<file path="src/rtl/fwbcc_pkg.sv">
// Shared types, constants and codes for the FIFO write-back cache controller.
// No dependencies; every other file of the block except fwbcc_ram uses this package.
`default_nettype none

package fwbcc_pkg;

   // Field widths of the transaction payloads
   localparam int ADDR_W = 32;
   localparam int DATA_W = 32;
   localparam int STAT_W = 32;

   // Configuration register widths and reset values
   localparam int CFG_CAP_W  = 5;
   localparam int CFG_COST_W = 16;
   localparam int CSR_IDX_W  = 2;
   localparam int CSR_DATA_W = 16;

   localparam logic [CFG_CAP_W-1:0]  CAPACITY_RST    = 5'd4;
   localparam logic [CFG_COST_W-1:0] HIT_COST_RST    = 16'd1;
   localparam logic [CFG_COST_W-1:0] MEMORY_COST_RST = 16'd100;

   // Default line store depth
   localparam int DEF_MAX_LINES = 16;

   // Access kinds
   localparam logic OP_READ  = 1'b0;
   localparam logic OP_WRITE = 1'b1;

   // Configuration register indexes
   typedef enum logic [CSR_IDX_W-1:0] {
      CSR_CAPACITY    = 2'd0,
      CSR_HIT_COST    = 2'd1,
      CSR_MEMORY_COST = 2'd2
   } csr_index_type;

   // Controller states
   typedef enum logic [1:0] {
      ST_IDLE,
      ST_SCAN,
      ST_HEAD,
      ST_UPDATE
   } state_type;

   // Controller to datapath commands
   typedef struct packed {
      logic load;
      logic scan;
      logic update;
   } ctrl_cmd_type;

   // Datapath to controller status
   typedef struct packed {
      logic scan_done;
      logic rsp_free;
   } ctrl_sts_type;

endpackage

`default_nettype wire

</file>
<file path="src/rtl/fwbcc_req_if.sv">
// Request channel: one cache access transaction with valid/ready handshake.
// Depends on fwbcc_pkg for field widths.
`default_nettype none

interface fwbcc_req_if;
   import fwbcc_pkg::*;

   logic                     valid;
   logic                     ready;
   logic                     operation;
   logic [ADDR_W-1:0]        address;
   logic signed [DATA_W-1:0] write_data;

   modport source (output valid, output operation, output address, output write_data,
                   input ready);
   modport sink   (input valid, input operation, input address, input write_data,
                   output ready);
endinterface

`default_nettype wire

</file>
<file path="src/rtl/fwbcc_rsp_if.sv">
// Response channel: access outcome, write-back and statistics per transaction.
// Depends on fwbcc_pkg for field widths.
`default_nettype none

interface fwbcc_rsp_if;
   import fwbcc_pkg::*;

   logic                     valid;
   logic                     ready;
   logic                     tag_found;
   logic                     writeback_valid;
   logic [ADDR_W-1:0]        writeback_address;
   logic signed [DATA_W-1:0] writeback_data;
   logic [STAT_W-1:0]        read_hits;
   logic [STAT_W-1:0]        read_misses;
   logic [STAT_W-1:0]        write_hits;
   logic [STAT_W-1:0]        write_misses;
   logic [STAT_W-1:0]        hit_time;
   logic [STAT_W-1:0]        miss_time;

   modport source (output valid, output tag_found, output writeback_valid,
                   output writeback_address, output writeback_data,
                   output read_hits, output read_misses, output write_hits,
                   output write_misses, output hit_time, output miss_time,
                   input ready);
   modport sink   (input valid, input tag_found, input writeback_valid,
                   input writeback_address, input writeback_data,
                   input read_hits, input read_misses, input write_hits,
                   input write_misses, input hit_time, input miss_time,
                   output ready);
endinterface

`default_nettype wire

</file>
<file path="src/rtl/fwbcc_ram.sv">
// Generic single write port RAM with one registered read port.
// No dependencies.
`default_nettype none

module fwbcc_ram #(
   parameter int WIDTH = 32,
   parameter int DEPTH = 16,
   localparam int AW   = (DEPTH > 1) ? $clog2(DEPTH) : 1
) (
   input  wire logic             clock,
   input  wire logic             wr_en,
   input  wire logic [AW-1:0]    wr_addr,
   input  wire logic [WIDTH-1:0] wr_data,
   input  wire logic [AW-1:0]    rd_addr,
   output logic      [WIDTH-1:0] rd_data
);

   logic [WIDTH-1:0] mem_ff [DEPTH];
   logic [WIDTH-1:0] rd_data_ff;

   // Write and registered read
   always_ff @(posedge clock) begin
      if (wr_en) begin
         mem_ff[wr_addr] <= wr_data;
      end
      rd_data_ff <= mem_ff[rd_addr];
   end

   assign rd_data = rd_data_ff;

endmodule

`default_nettype wire

</file>
<file path="src/rtl/fwbcc_ctrl.sv">
// Controller state machine: sequences accept, tag scan, head read and update.
// Depends on fwbcc_pkg for state, command and status types.
`default_nettype none

module fwbcc_ctrl (
   input  wire logic                    clock,
   input  wire logic                    reset,
   input  wire logic                    req_valid,
   output logic                         req_ready,
   input  wire fwbcc_pkg::ctrl_sts_type sts,
   output fwbcc_pkg::ctrl_cmd_type      cmd
);
   import fwbcc_pkg::*;

   state_type state_ff;
   state_type state_in;

   // State register
   always_ff @(posedge clock) begin
      if (reset) begin
         state_ff <= ST_IDLE;
      end else begin
         state_ff <= state_in;
      end
   end

   // Next state and commands
   always_comb begin
      state_in   = state_ff;
      req_ready  = 1'b0;
      cmd.load   = 1'b0;
      cmd.scan   = 1'b0;
      cmd.update = 1'b0;
      unique case (state_ff)
         ST_IDLE: begin
            // hold off requests while reset is asserted
            req_ready = !reset;
            if (req_valid && !reset) begin
               cmd.load = 1'b1;
               state_in = ST_SCAN;
            end
         end
         ST_SCAN: begin
            cmd.scan = 1'b1;
            if (sts.scan_done) begin
               state_in = ST_HEAD;
            end
         end
         ST_HEAD: begin
            // head line read is in flight
            state_in = ST_UPDATE;
         end
         ST_UPDATE: begin
            // hold until the result register is free
            if (sts.rsp_free) begin
               cmd.update = 1'b1;
               state_in   = ST_IDLE;
            end
         end
         default: begin
            state_in = ST_IDLE;
         end
      endcase
   end

endmodule

`default_nettype wire

</file>
<file path="src/rtl/fwbcc_dpath.sv">
// Datapath: configuration registers, line stores, FIFO pointers, statistics
// and the result register. Depends on fwbcc_pkg, fwbcc_ram and fwbcc_rsp_if.
`default_nettype none

module fwbcc_dpath #(
   parameter int MAX_LINES = fwbcc_pkg::DEF_MAX_LINES
) (
   input  wire logic                                 clock,
   input  wire logic                                 reset,
   input  wire fwbcc_pkg::ctrl_cmd_type              cmd,
   output fwbcc_pkg::ctrl_sts_type                   sts,
   input  wire logic                                 req_operation,
   input  wire logic [fwbcc_pkg::ADDR_W-1:0]         req_address,
   input  wire logic signed [fwbcc_pkg::DATA_W-1:0]  req_write_data,
   input  wire logic                                 csr_we,
   input  wire logic [fwbcc_pkg::CSR_IDX_W-1:0]      csr_index,
   input  wire logic [fwbcc_pkg::CSR_DATA_W-1:0]     csr_wdata,
   fwbcc_rsp_if.source                               rsp_chan
);
   import fwbcc_pkg::*;

   localparam int IDX_W  = (MAX_LINES > 1) ? $clog2(MAX_LINES) : 1;
   localparam int CNT_W  = $clog2(MAX_LINES + 1);
   localparam int WIDE_W = (CNT_W > CFG_CAP_W) ? CNT_W : CFG_CAP_W;
   localparam int ADD_W  = CFG_COST_W + 1;

   // Offset from the FIFO head, wrapped into the line store
   function automatic logic [IDX_W-1:0] slot_of(input logic [IDX_W-1:0] base,
                                                input logic [CNT_W-1:0] off);
      logic [CNT_W:0] sum;
      sum = (CNT_W+1)'(base) + (CNT_W+1)'(off);
      if (sum >= (CNT_W+1)'(MAX_LINES)) begin
         sum = sum - (CNT_W+1)'(MAX_LINES);
      end
      return IDX_W'(sum);
   endfunction

   // Saturating 32-bit accumulate
   function automatic logic [STAT_W-1:0] sat_add(input logic [STAT_W-1:0] a,
                                                 input logic [ADD_W-1:0]  b);
      logic [STAT_W:0] sum;
      sum = {1'b0, a} + (STAT_W+1)'(b);
      return sum[STAT_W] ? {STAT_W{1'b1}} : sum[STAT_W-1:0];
   endfunction

   // Configuration
   logic [CFG_CAP_W-1:0]  capacity_ff, capacity_in;
   logic [CFG_COST_W-1:0] hit_cost_ff, hit_cost_in;
   logic [CFG_COST_W-1:0] memory_cost_ff, memory_cost_in;

   // Current transaction
   logic              op_ff, op_in;
   logic [ADDR_W-1:0] addr_ff, addr_in;
   logic [DATA_W-1:0] wdata_ff, wdata_in;
   logic [CNT_W-1:0]  cap_ff, cap_in;

   // Scan state
   logic [CNT_W-1:0] issue_ff, issue_in;
   logic             pend_ff, pend_in;
   logic [IDX_W-1:0] cmp_slot_ff, cmp_slot_in;
   logic             found_ff, found_in;
   logic [IDX_W-1:0] hit_slot_ff, hit_slot_in;

   // FIFO bookkeeping
   logic [IDX_W-1:0] head_ff, head_in;
   logic [CNT_W-1:0] count_ff, count_in;
   logic             dirty_ff [MAX_LINES];
   logic             dirty_in [MAX_LINES];

   // Statistics
   logic [STAT_W-1:0] rd_hit_ff, rd_hit_in;
   logic [STAT_W-1:0] rd_miss_ff, rd_miss_in;
   logic [STAT_W-1:0] wr_hit_ff, wr_hit_in;
   logic [STAT_W-1:0] wr_miss_ff, wr_miss_in;
   logic [STAT_W-1:0] hit_time_ff, hit_time_in;
   logic [STAT_W-1:0] miss_time_ff, miss_time_in;

   // Result register
   logic              rsp_valid_ff, rsp_valid_in;
   logic              out_found_ff, out_found_in;
   logic              wb_valid_ff, wb_valid_in;
   logic [ADDR_W-1:0] wb_addr_ff, wb_addr_in;
   logic [DATA_W-1:0] wb_data_ff, wb_data_in;

   // Line stores
   logic              tag_we;
   logic [IDX_W-1:0]  tag_waddr;
   logic [IDX_W-1:0]  tag_raddr;
   logic [ADDR_W-1:0] tag_rdata;
   logic              val_we;
   logic [IDX_W-1:0]  val_waddr;
   logic [DATA_W-1:0] val_wdata;
   logic [DATA_W-1:0] val_rdata;

   // Combinational helpers
   logic [WIDE_W-1:0] cap_wide;
   logic [IDX_W-1:0]  issue_slot;
   logic              match_now;
   logic              scan_done;
   logic              is_wr;
   logic              full;
   logic              evict;
   logic [IDX_W-1:0]  new_slot;
   logic [IDX_W-1:0]  head_next;
   logic [IDX_W:0]    head_inc;
   logic              head_written;
   logic              hit_dirty;
   logic              wb;
   logic              rd_hit, rd_miss, wr_hit, wr_miss;
   logic [ADD_W-1:0]  hit_add, miss_add;

   fwbcc_ram #(.WIDTH(ADDR_W), .DEPTH(MAX_LINES)) u_tag_ram (
      .clock   (clock),
      .wr_en   (tag_we),
      .wr_addr (tag_waddr),
      .wr_data (addr_ff),
      .rd_addr (tag_raddr),
      .rd_data (tag_rdata)
   );

   fwbcc_ram #(.WIDTH(DATA_W), .DEPTH(MAX_LINES)) u_value_ram (
      .clock   (clock),
      .wr_en   (val_we),
      .wr_addr (val_waddr),
      .wr_data (val_wdata),
      .rd_addr (head_ff),
      .rd_data (val_rdata)
   );

   // Clamp capacity into 1..MAX_LINES
   assign cap_wide = WIDE_W'(capacity_ff);

   // Scan: issue one tag read a cycle, compare each tag in the cycle after its read
   assign issue_slot = slot_of(head_ff, issue_ff);
   assign match_now  = pend_ff && (tag_rdata == addr_ff);
   assign scan_done  = match_now || (issue_ff == count_ff);
   assign tag_raddr  = cmd.scan ? issue_slot : head_ff;

   // Update decisions
   assign is_wr        = (op_ff == OP_WRITE);
   assign full         = (count_ff == CNT_W'(MAX_LINES));
   assign evict        = found_ff ? (count_ff > cap_ff) : (full || (count_ff >= cap_ff));
   assign new_slot     = full ? head_ff : slot_of(head_ff, count_ff);
   assign head_inc     = (IDX_W+1)'(head_ff) + (IDX_W+1)'(1);
   assign head_next    = (head_inc == (IDX_W+1)'(MAX_LINES)) ? '0 : IDX_W'(head_inc);
   assign head_written = found_ff && is_wr && (hit_slot_ff == head_ff);
   assign hit_dirty    = dirty_ff[hit_slot_ff];
   assign wb           = evict && (head_written || dirty_ff[head_ff]);

   assign rd_hit  = found_ff && !is_wr;
   assign rd_miss = !found_ff && !is_wr;
   assign wr_hit  = found_ff && is_wr && hit_dirty;
   assign wr_miss = is_wr && !wr_hit;

   assign hit_add  = (rd_hit || wr_hit) ? ADD_W'(hit_cost_ff) : '0;
   assign miss_add = (rd_miss ? ADD_W'(memory_cost_ff) : '0)
                   + (wb ? ADD_W'(memory_cost_ff) : '0);

   // Line store writes
   assign tag_we    = cmd.update && !found_ff;
   assign tag_waddr = new_slot;
   assign val_we    = cmd.update && (!found_ff || is_wr);
   assign val_waddr = found_ff ? hit_slot_ff : new_slot;
   assign val_wdata = is_wr ? wdata_ff : '0;

   assign sts.scan_done = scan_done;
   assign sts.rsp_free  = !rsp_valid_ff || rsp_chan.ready;

   // Next values
   always_comb begin
      capacity_in    = capacity_ff;
      hit_cost_in    = hit_cost_ff;
      memory_cost_in = memory_cost_ff;
      op_in          = op_ff;
      addr_in        = addr_ff;
      wdata_in       = wdata_ff;
      cap_in         = cap_ff;
      issue_in       = issue_ff;
      pend_in        = pend_ff;
      cmp_slot_in    = cmp_slot_ff;
      found_in       = found_ff;
      hit_slot_in    = hit_slot_ff;
      head_in        = head_ff;
      count_in       = count_ff;
      dirty_in       = dirty_ff;
      rd_hit_in      = rd_hit_ff;
      rd_miss_in     = rd_miss_ff;
      wr_hit_in      = wr_hit_ff;
      wr_miss_in     = wr_miss_ff;
      hit_time_in    = hit_time_ff;
      miss_time_in   = miss_time_ff;
      rsp_valid_in   = rsp_valid_ff;
      out_found_in   = out_found_ff;
      wb_valid_in    = wb_valid_ff;
      wb_addr_in     = wb_addr_ff;
      wb_data_in     = wb_data_ff;

      // Drop the result once it is taken
      if (rsp_valid_ff && rsp_chan.ready) begin
         rsp_valid_in = 1'b0;
      end

      // Latch the accepted transaction
      if (cmd.load) begin
         op_in    = req_operation;
         addr_in  = req_address;
         wdata_in = req_write_data;
         if (cap_wide == '0) begin
            cap_in = CNT_W'(1);
         end else if (cap_wide > WIDE_W'(MAX_LINES)) begin
            cap_in = CNT_W'(MAX_LINES);
         end else begin
            cap_in = CNT_W'(cap_wide);
         end
         issue_in = '0;
         pend_in  = 1'b0;
         found_in = 1'b0;
      end

      // Advance the tag scan
      if (cmd.scan) begin
         pend_in     = !scan_done;
         issue_in    = scan_done ? issue_ff : issue_ff + CNT_W'(1);
         cmp_slot_in = issue_slot;
         if (match_now) begin
            found_in    = 1'b1;
            hit_slot_in = cmp_slot_ff;
         end
      end

      // Apply the access, evict and post the result
      if (cmd.update) begin
         if (found_ff && is_wr) begin
            dirty_in[hit_slot_ff] = 1'b1;
         end
         if (evict) begin
            dirty_in[head_ff] = 1'b0;
            head_in           = head_next;
         end
         if (!found_ff) begin
            dirty_in[new_slot] = is_wr;
         end

         if (found_ff) begin
            count_in = evict ? count_ff - CNT_W'(1) : count_ff;
         end else if (!full && !evict) begin
            count_in = count_ff + CNT_W'(1);
         end

         rd_hit_in    = sat_add(rd_hit_ff, ADD_W'(rd_hit));
         rd_miss_in   = sat_add(rd_miss_ff, ADD_W'(rd_miss));
         wr_hit_in    = sat_add(wr_hit_ff, ADD_W'(wr_hit));
         wr_miss_in   = sat_add(wr_miss_ff, ADD_W'(wr_miss));
         hit_time_in  = sat_add(hit_time_ff, hit_add);
         miss_time_in = sat_add(miss_time_ff, miss_add);

         rsp_valid_in = 1'b1;
         out_found_in = found_ff;
         wb_valid_in  = wb;
         wb_addr_in   = wb ? tag_rdata : '0;
         wb_data_in   = wb ? (head_written ? wdata_ff : val_rdata) : '0;
      end

      // Configuration writes
      if (csr_we) begin
         unique case (csr_index)
            CSR_CAPACITY:    capacity_in    = csr_wdata[CFG_CAP_W-1:0];
            CSR_HIT_COST:    hit_cost_in    = csr_wdata[CFG_COST_W-1:0];
            CSR_MEMORY_COST: memory_cost_in = csr_wdata[CFG_COST_W-1:0];
            default: begin
            end
         endcase
      end
   end

   // Control state with reset
   always_ff @(posedge clock) begin
      if (reset) begin
         capacity_ff    <= CAPACITY_RST;
         hit_cost_ff    <= HIT_COST_RST;
         memory_cost_ff <= MEMORY_COST_RST;
         head_ff        <= '0;
         count_ff       <= '0;
         for (int i = 0; i < MAX_LINES; i++) begin
            dirty_ff[i] <= 1'b0;
         end
         rd_hit_ff      <= '0;
         rd_miss_ff     <= '0;
         wr_hit_ff      <= '0;
         wr_miss_ff     <= '0;
         hit_time_ff    <= '0;
         miss_time_ff   <= '0;
         rsp_valid_ff   <= 1'b0;
         pend_ff        <= 1'b0;
      end else begin
         capacity_ff    <= capacity_in;
         hit_cost_ff    <= hit_cost_in;
         memory_cost_ff <= memory_cost_in;
         head_ff        <= head_in;
         count_ff       <= count_in;
         dirty_ff       <= dirty_in;
         rd_hit_ff      <= rd_hit_in;
         rd_miss_ff     <= rd_miss_in;
         wr_hit_ff      <= wr_hit_in;
         wr_miss_ff     <= wr_miss_in;
         hit_time_ff    <= hit_time_in;
         miss_time_ff   <= miss_time_in;
         rsp_valid_ff   <= rsp_valid_in;
         pend_ff        <= pend_in;
      end
   end

   // Payload registers
   always_ff @(posedge clock) begin
      op_ff        <= op_in;
      addr_ff      <= addr_in;
      wdata_ff     <= wdata_in;
      cap_ff       <= cap_in;
      issue_ff     <= issue_in;
      cmp_slot_ff  <= cmp_slot_in;
      found_ff     <= found_in;
      hit_slot_ff  <= hit_slot_in;
      out_found_ff <= out_found_in;
      wb_valid_ff  <= wb_valid_in;
      wb_addr_ff   <= wb_addr_in;
      wb_data_ff   <= wb_data_in;
   end

   // Drive the response channel
   assign rsp_chan.valid             = rsp_valid_ff;
   assign rsp_chan.tag_found         = out_found_ff;
   assign rsp_chan.writeback_valid   = wb_valid_ff;
   assign rsp_chan.writeback_address = wb_addr_ff;
   assign rsp_chan.writeback_data    = wb_data_ff;
   assign rsp_chan.read_hits         = rd_hit_ff;
   assign rsp_chan.read_misses       = rd_miss_ff;
   assign rsp_chan.write_hits        = wr_hit_ff;
   assign rsp_chan.write_misses      = wr_miss_ff;
   assign rsp_chan.hit_time          = hit_time_ff;
   assign rsp_chan.miss_time         = miss_time_ff;

endmodule

`default_nettype wire

</file>
<file path="src/rtl/fifo_write_back_cache_controller_top.sv">
// Top level of the fully associative FIFO write-back cache controller.
// Depends on fwbcc_pkg, fwbcc_req_if, fwbcc_rsp_if, fwbcc_ctrl and fwbcc_dpath.
//
//   channel   direction  handshake                  payload
//   req_chan  in         valid/ready                operation, address, write_data
//   rsp_chan  out        valid/ready                tag_found, write-back, statistics
//   csr_*     in         csr_we, no back-pressure   csr_index, csr_wdata
//
// From one accept to the next, the tag scan reads one tag per cycle, compares
// each tag in the cycle after its read and stops at a hit or after the last
// line; then the FIFO head line is read, and then the update is applied and
// the result is loaded.
// A new transaction is accepted while rsp_chan stalls; its update waits until
// the earlier result is taken. Reset is synchronous, holds req_chan not ready.
`default_nettype none

module fifo_write_back_cache_controller_top #(
   parameter int MAX_LINES = fwbcc_pkg::DEF_MAX_LINES
) (
   input  wire logic                             clock,
   input  wire logic                             reset,
   fwbcc_req_if.sink                             req_chan,
   fwbcc_rsp_if.source                           rsp_chan,
   input  wire logic                             csr_we,
   input  wire logic [fwbcc_pkg::CSR_IDX_W-1:0]  csr_index,
   input  wire logic [fwbcc_pkg::CSR_DATA_W-1:0] csr_wdata
);
   import fwbcc_pkg::*;

   ctrl_cmd_type cmd;
   ctrl_sts_type sts;
   logic         req_ready;

   fwbcc_ctrl u_ctrl (
      .clock     (clock),
      .reset     (reset),
      .req_valid (req_chan.valid),
      .req_ready (req_ready),
      .sts       (sts),
      .cmd       (cmd)
   );

   fwbcc_dpath #(.MAX_LINES(MAX_LINES)) u_dpath (
      .clock          (clock),
      .reset          (reset),
      .cmd            (cmd),
      .sts            (sts),
      .req_operation  (req_chan.operation),
      .req_address    (req_chan.address),
      .req_write_data (req_chan.write_data),
      .csr_we         (csr_we),
      .csr_index      (csr_index),
      .csr_wdata      (csr_wdata),
      .rsp_chan       (rsp_chan)
   );

   assign req_chan.ready = req_ready;

endmodule

`default_nettype wire
</file>
<file path="src/flat_wrapper.sv">
// flat-port wrapper written by rule: the top's interface ports become plain ports
module fifo_write_back_cache_controller_top_flat import fwbcc_pkg::*;
#(
   parameter int MAX_LINES = fwbcc_pkg::DEF_MAX_LINES
)
  (clock, reset, csr_we, csr_index, csr_wdata, req_chan_valid, req_chan_operation, req_chan_address, req_chan_write_data, req_chan_ready, rsp_chan_valid, rsp_chan_tag_found, rsp_chan_writeback_valid, rsp_chan_writeback_address, rsp_chan_writeback_data, rsp_chan_read_hits, rsp_chan_read_misses, rsp_chan_write_hits, rsp_chan_write_misses, rsp_chan_hit_time, rsp_chan_miss_time, rsp_chan_ready);
  fwbcc_req_if req_chan_i ();
  fwbcc_rsp_if rsp_chan_i ();
  input  wire logic clock;
  input  wire logic reset;
  input  wire logic csr_we;
  input  wire logic [fwbcc_pkg::CSR_IDX_W-1:0] csr_index;
  input  wire logic [fwbcc_pkg::CSR_DATA_W-1:0] csr_wdata;
  input wire logic [$bits(req_chan_i.valid)-1:0] req_chan_valid;
  input wire logic [$bits(req_chan_i.operation)-1:0] req_chan_operation;
  input wire logic [$bits(req_chan_i.address)-1:0] req_chan_address;
  input wire logic [$bits(req_chan_i.write_data)-1:0] req_chan_write_data;
  output wire logic [$bits(req_chan_i.ready)-1:0] req_chan_ready;
  output wire logic [$bits(rsp_chan_i.valid)-1:0] rsp_chan_valid;
  output wire logic [$bits(rsp_chan_i.tag_found)-1:0] rsp_chan_tag_found;
  output wire logic [$bits(rsp_chan_i.writeback_valid)-1:0] rsp_chan_writeback_valid;
  output wire logic [$bits(rsp_chan_i.writeback_address)-1:0] rsp_chan_writeback_address;
  output wire logic [$bits(rsp_chan_i.writeback_data)-1:0] rsp_chan_writeback_data;
  output wire logic [$bits(rsp_chan_i.read_hits)-1:0] rsp_chan_read_hits;
  output wire logic [$bits(rsp_chan_i.read_misses)-1:0] rsp_chan_read_misses;
  output wire logic [$bits(rsp_chan_i.write_hits)-1:0] rsp_chan_write_hits;
  output wire logic [$bits(rsp_chan_i.write_misses)-1:0] rsp_chan_write_misses;
  output wire logic [$bits(rsp_chan_i.hit_time)-1:0] rsp_chan_hit_time;
  output wire logic [$bits(rsp_chan_i.miss_time)-1:0] rsp_chan_miss_time;
  input wire logic [$bits(rsp_chan_i.ready)-1:0] rsp_chan_ready;
  assign req_chan_i.valid = req_chan_valid;
  assign req_chan_i.operation = req_chan_operation;
  assign req_chan_i.address = req_chan_address;
  assign req_chan_i.write_data = req_chan_write_data;
  assign req_chan_ready = req_chan_i.ready;
  assign rsp_chan_valid = rsp_chan_i.valid;
  assign rsp_chan_tag_found = rsp_chan_i.tag_found;
  assign rsp_chan_writeback_valid = rsp_chan_i.writeback_valid;
  assign rsp_chan_writeback_address = rsp_chan_i.writeback_address;
  assign rsp_chan_writeback_data = rsp_chan_i.writeback_data;
  assign rsp_chan_read_hits = rsp_chan_i.read_hits;
  assign rsp_chan_read_misses = rsp_chan_i.read_misses;
  assign rsp_chan_write_hits = rsp_chan_i.write_hits;
  assign rsp_chan_write_misses = rsp_chan_i.write_misses;
  assign rsp_chan_hit_time = rsp_chan_i.hit_time;
  assign rsp_chan_miss_time = rsp_chan_i.miss_time;
  assign rsp_chan_i.ready = rsp_chan_ready;
  fifo_write_back_cache_controller_top #(.MAX_LINES(MAX_LINES)) u_core (.clock(clock), .reset(reset), .req_chan(req_chan_i), .rsp_chan(rsp_chan_i), .csr_we(csr_we), .csr_index(csr_index), .csr_wdata(csr_wdata));
endmodule
</file>
<file path="config.mk">
export PLATFORM = sky130hd
export DESIGN_NAME = fifo_write_back_cache_controller_top_flat
export DESIGN_NICKNAME = d
export VERILOG_FILES = /design/src/rtl/fwbcc_pkg.sv /design/src/rtl/fwbcc_req_if.sv /design/src/rtl/fwbcc_rsp_if.sv /design/src/rtl/fwbcc_ram.sv /design/src/rtl/fwbcc_ctrl.sv /design/src/rtl/fwbcc_dpath.sv /design/src/rtl/fifo_write_back_cache_controller_top.sv /design/src/flat_wrapper.sv
export SDC_FILE = /design/constraint.sdc
export NUM_CORES = 2
export LEC_CHECK = 0
export ABC_CLOCK_PERIOD_IN_PS = 7100
export BUFFER_PORTS_ARGS = -buffer_cell sky130_fd_sc_hd__buf_2
export CAP_MARGIN = 10
export CORE_ASPECT_RATIO = 0.7
export CORE_UTILIZATION = 50
export DETAILED_ROUTE_END_ITERATION = 10
export GPL_ROUTABILITY_DRIVEN = 0
export PLACE_DENSITY_LB_ADDON = 0.1
export SETUP_SLACK_MARGIN = 0.3
export SLEW_MARGIN = 0
export SYNTH_ARGS = -nofsm -noshare
export SYNTH_HDL_FRONTEND = slang
export SYNTH_SLANG_ARGS = --single-unit
</file>
<file path="constraint.sdc">
create_clock -name clock -period 7.1 [get_ports clock]
set_clock_uncertainty 0.2 [all_clocks]
set_input_delay 1.42 -clock clock [delete_from_list [all_inputs] [get_ports clock]]
set_output_delay 1.42 -clock clock [all_outputs]
set_load 0.02 [all_outputs]
</file>
==> results.py <==
metrics = {
    "route": {
        "routed_wl_um": 155000,
        "ant_nets": 0,
        "viasPerCell": 5.80,
        "drtPass1Iterations": 5,
        "remaining_drc_errors": 0,
        "drt_iter0_markers": 3573,
        "wire_per_inst_um": 23.5,
        "vias": 38300,
    },
    "logic_synthesis": {
        "ys_ff_latch": 1496,
        "yosysTopAreaCell": "edfxtp_1",
        "async_reset_ff_share_pct": 0,
        "ys_types": 76,
        "avgSynthCellArea_um2": 13.6,
        "synth_top_area_share_pct": 57.2,
        "synthTopCellsByCount": "edfxtp_1 (1173), nand2_1 (740), dfxtp_1 (323)",
        "synth_edf_count": 1173,
        "yosys_most_used_dff": "edfxtp_1",
        "netlist_area_um2": 61600,
        "synth_cells": 4533,
        "synth_fp_nets": 4707,
        "synth_seq_area_share_pct": 67.7,
        "yosys-top-cells-area": "edfxtp_1 (57%), dfxtp_1 (10%), mux4_2 (6.2%), nand2_1 (4.5%), nand3_1 (2.1%)",
        "post-synth-top-count-cell": "edfxtp_1",
        "synth_warnings": 0,
    },
    "hold_path": {
        "worstHoldPathCells": 0,
        "min_from": "u_core.u_dpath.cmp_slot_ff[2]",
        "holdPathEnd": "u_core.u_dpath.hit_slot_ff[2]",
        "hp-class": "reg -> reg",
    },
    "clock_tree": {
        "clockBufferDepth": 3,
        "clk_latency_ps": 780,
        "cts_buffers": 144,
        "cts_tree": "yes",
        "cts_num_sinks": 1496,
        "htreeDepth": 4,
        "cts_resized": 0,
        "cts.clk_slew.worst_paths_ps": 60,
        "cts_setup_buffers": 0,
        "hold_buffers": 0,
        "root_buffer": "clkbuf_16",
    },
    "power": {
        "pwr-share-clk_pct": 36.7,
        "sw_frac_of_total_pct": 27.1,
        "p_per_area_nw_per_um2": 297,
        "internal-power_mw": 15.1,
        "ir_drop_mv": 0.235,
        "power_leakage_nw": 24.5,
        "fin_total_pwr_mw": 20.8,
        "p_switching_mw": 5.64,
        "seq_power_share_pct": 49.4,
        "p_comb_share_pct": 13.9,
    },
    "sta": {
        "setup_viol": 0,
        "rsz0062_at_grt": "no",
        "worst_slack_ps": 985,
        "slew_headroom_pct": 19.0,
        "fmax_mhz": 164,
        "hold_viol": 0,
        "fin_crit_ps": 6110,
        "min_period_over_period_pct": 86.1,
        "fin_setup_tns_ps": 0,
        "max_slew.worst_pin.slew_ps": 1210,
        "finalMaxSlewViolations": 0,
    },
    "worst_setup_path": {
        "arrival_ps": 6500,
        "r2r_end": "u_core.u_dpath.rsp_chan.miss_time[29]",
        "path_max_fanout": 18,
        "reg2reg_depth": 20,
        "crit_path_start_kind": "register",
        "endpoint_kind": "register",
        "slowest_stage": "o21ai_0",
        "cp_slowest_stage_delay_ps": 620,
        "reg2reg_from": "u_core.u_dpath.count_ff[0]",
        "r2r_slack_ps": 990,
        "worst_ep_required_time_ps": 7480,
        "critPathBufInv": 3,
        "path_class": "reg -> reg",
        "critPathTopFamily": "compound AO/OA/AOI/OAI gates",
        "crit_chain": "inv_1 > ha_1 > and3_1 > nand3_1 > o21ai_0 > o21ai_0 > nand2_1 > inv_2 > nand2_1 > fa_1 > inv_1 > ha_1 > fa_1 > a211o_1 > o211ai_1 > a211oi_1 > a2111oi_2 > nor3_2 > a21oi_1 > a311oi_1",
    },
    "floorplan": {
        "die_w_um": 421,
        "initial_core_util_pct": 50.5,
        "coreArea_um2": 122000,
        "dieArea_um2": 125000,
        "pin_count": 348,
        "die_h_um": 296,
        "rows": 107,
    },
    "final_layout": {
        "fillers": 9783,
        "area_growth_syn_to_layout_pct": 13.7,
        "final_util_pct": 57.4,
        "fin_nets": 5026,
        "drive_above_1_share_pct": 17.5,
    },
    "grt": {
        "antenna_found_initial": 7,
        "grt_pass1_vias": 36500,
        "grt-ovfl-total": 0,
        "grt_pass1_wl_um": 233000,
        "grt_max_degree": 147,
        "grt_usage_pct": 24.6,
    },
    "job": {
        "cap_violations": 0,
    },
    "outcome": {
        "status": "complete, no violations",
    },
    "placed_design": {
        "dpl_worst_slack_ps": 1090,
        "port_buffers": 347,
        "dp_hpwl_um": 93400,
    },
}
==> state kept, by name (all words and copies together), names as in the netlist, 16 cells and up <==
register                                   count
u_core.u_dpath.u_tag_ram.rd_data              32
u_core.u_dpath.u_value_ram.mem_ff            512
u_core.u_dpath.hit_cost_ff                    16
u_core.u_dpath.rsp_chan.write_misses          32
u_core.u_dpath.memory_cost_ff                 16
u_core.u_dpath.rsp_chan.hit_time              32
u_core.u_dpath.rsp_chan.miss_time             32
u_core.u_dpath.rsp_chan.read_hits             32
u_core.u_dpath.u_tag_ram.mem_ff              512
u_core.u_dpath.rsp_chan.read_misses           32
u_core.u_dpath.u_value_ram.rd_data            32
u_core.u_dpath.addr_ff                        32
u_core.u_dpath.wdata_ff                       32
u_core.u_dpath.rsp_chan.writeback_address     32
u_core.u_dpath.rsp_chan.write_hits            32
u_core.u_dpath.rsp_chan.writeback_data        32
u_core.u_dpath.dirty_ff                       16
==> metal layers <==
metal	share of wire, %	vias up	GRT usage (%)
met1	48	19200	37.7
met5	0.0097	-	0
li1	-	17600	-
met3	6.2	209	3.98
met4	2.0	2	6.43
met2	44	1263	36.6
==> power groups by stage <==
| stage | clock (mW) | combinational, mW | sequential, mW |
|---|---|---|---|
| 2_1_floorplan | 0 | 1.79 | 10.4 |
| 3_3_place_gp | 0 | 2.86 | 10.5 |
| 3_5_place_dp | 0 | 2.88 | 10.5 |
| 4_1_cts | 7.77 | 2.89 | 10.3 |
| 5_1_grt | 8.08 | 3.16 | 10.3 |
| 6_report | 7.63 | 2.88 | 10.3 |
==> cells by family after synthesis <==
group / synth area share [%]
xor gates and xnor gates: 2.55
buffers and inverters: 2.17
DFF: 67.7
muxes: 7.11
and+or+nand+nor: 11.9
AOI/OAI and AO/OA: 6.56
adders and majority gates: 2.00
==> cell type report <==
class                           instances  area [um^2]  share of cell area [%]
Sequential cell                      1496        41700                    59.5
Multi-Input combinational cell       2694        18900                    27.0
Clock buffer                          211         4080                    5.82
Timing Repair Buffer                  420         2400                    3.43
Tap cell                             1635         2050                    2.92
Clock inverter                         50          561                   0.800
Inverter                               96          368                   0.525
Antenna cell                            4         10.0                  0.0143
==> cells in the final DEF (no fill, tap or decap), drive strengths merged, types with 94 or more instances in the layout <==
cell	instances
a21oi	239
a311oi	94
nand2	740
clkbuf	211
xor2	115
buf	420
inv	98
mux4	169
nor2	196
edfxtp	1173
dfxtp	323
nand3	260
==> stage by stage <==
step	std cells	area, um^2	hold slack [ps]
floorplan	4533	61600	200
global placement	6341	65400	205
detailed placement	6341	65400	205
CTS	6602	70000	218
global route	6603	70000	236
finish	6606	70100	212
==> how the worst max path moves through the flow <==
stage                                from  slack [ps]  cells after the start                               endpoint
2_1_floorplan  u_core.u_dpath.count_ff[0]        1890                     21  u_core.u_dpath.rsp_chan.miss_time[19]
3_3_place_gp    u_core.u_dpath.head_ff[0]        1200                     17  u_core.u_dpath.rsp_chan.miss_time[19]
3_5_place_dp   u_core.u_dpath.count_ff[0]        1090                     20  u_core.u_dpath.rsp_chan.miss_time[25]
4_1_cts        u_core.u_dpath.count_ff[0]        1070                     20  u_core.u_dpath.rsp_chan.miss_time[25]
5_1_grt        u_core.u_dpath.count_ff[0]         590                     20  u_core.u_dpath.rsp_chan.miss_time[25]
6_report       u_core.u_dpath.count_ff[0]         990                     20  u_core.u_dpath.rsp_chan.miss_time[29]
Note: power is estimated with default switching activity, not from simulation.
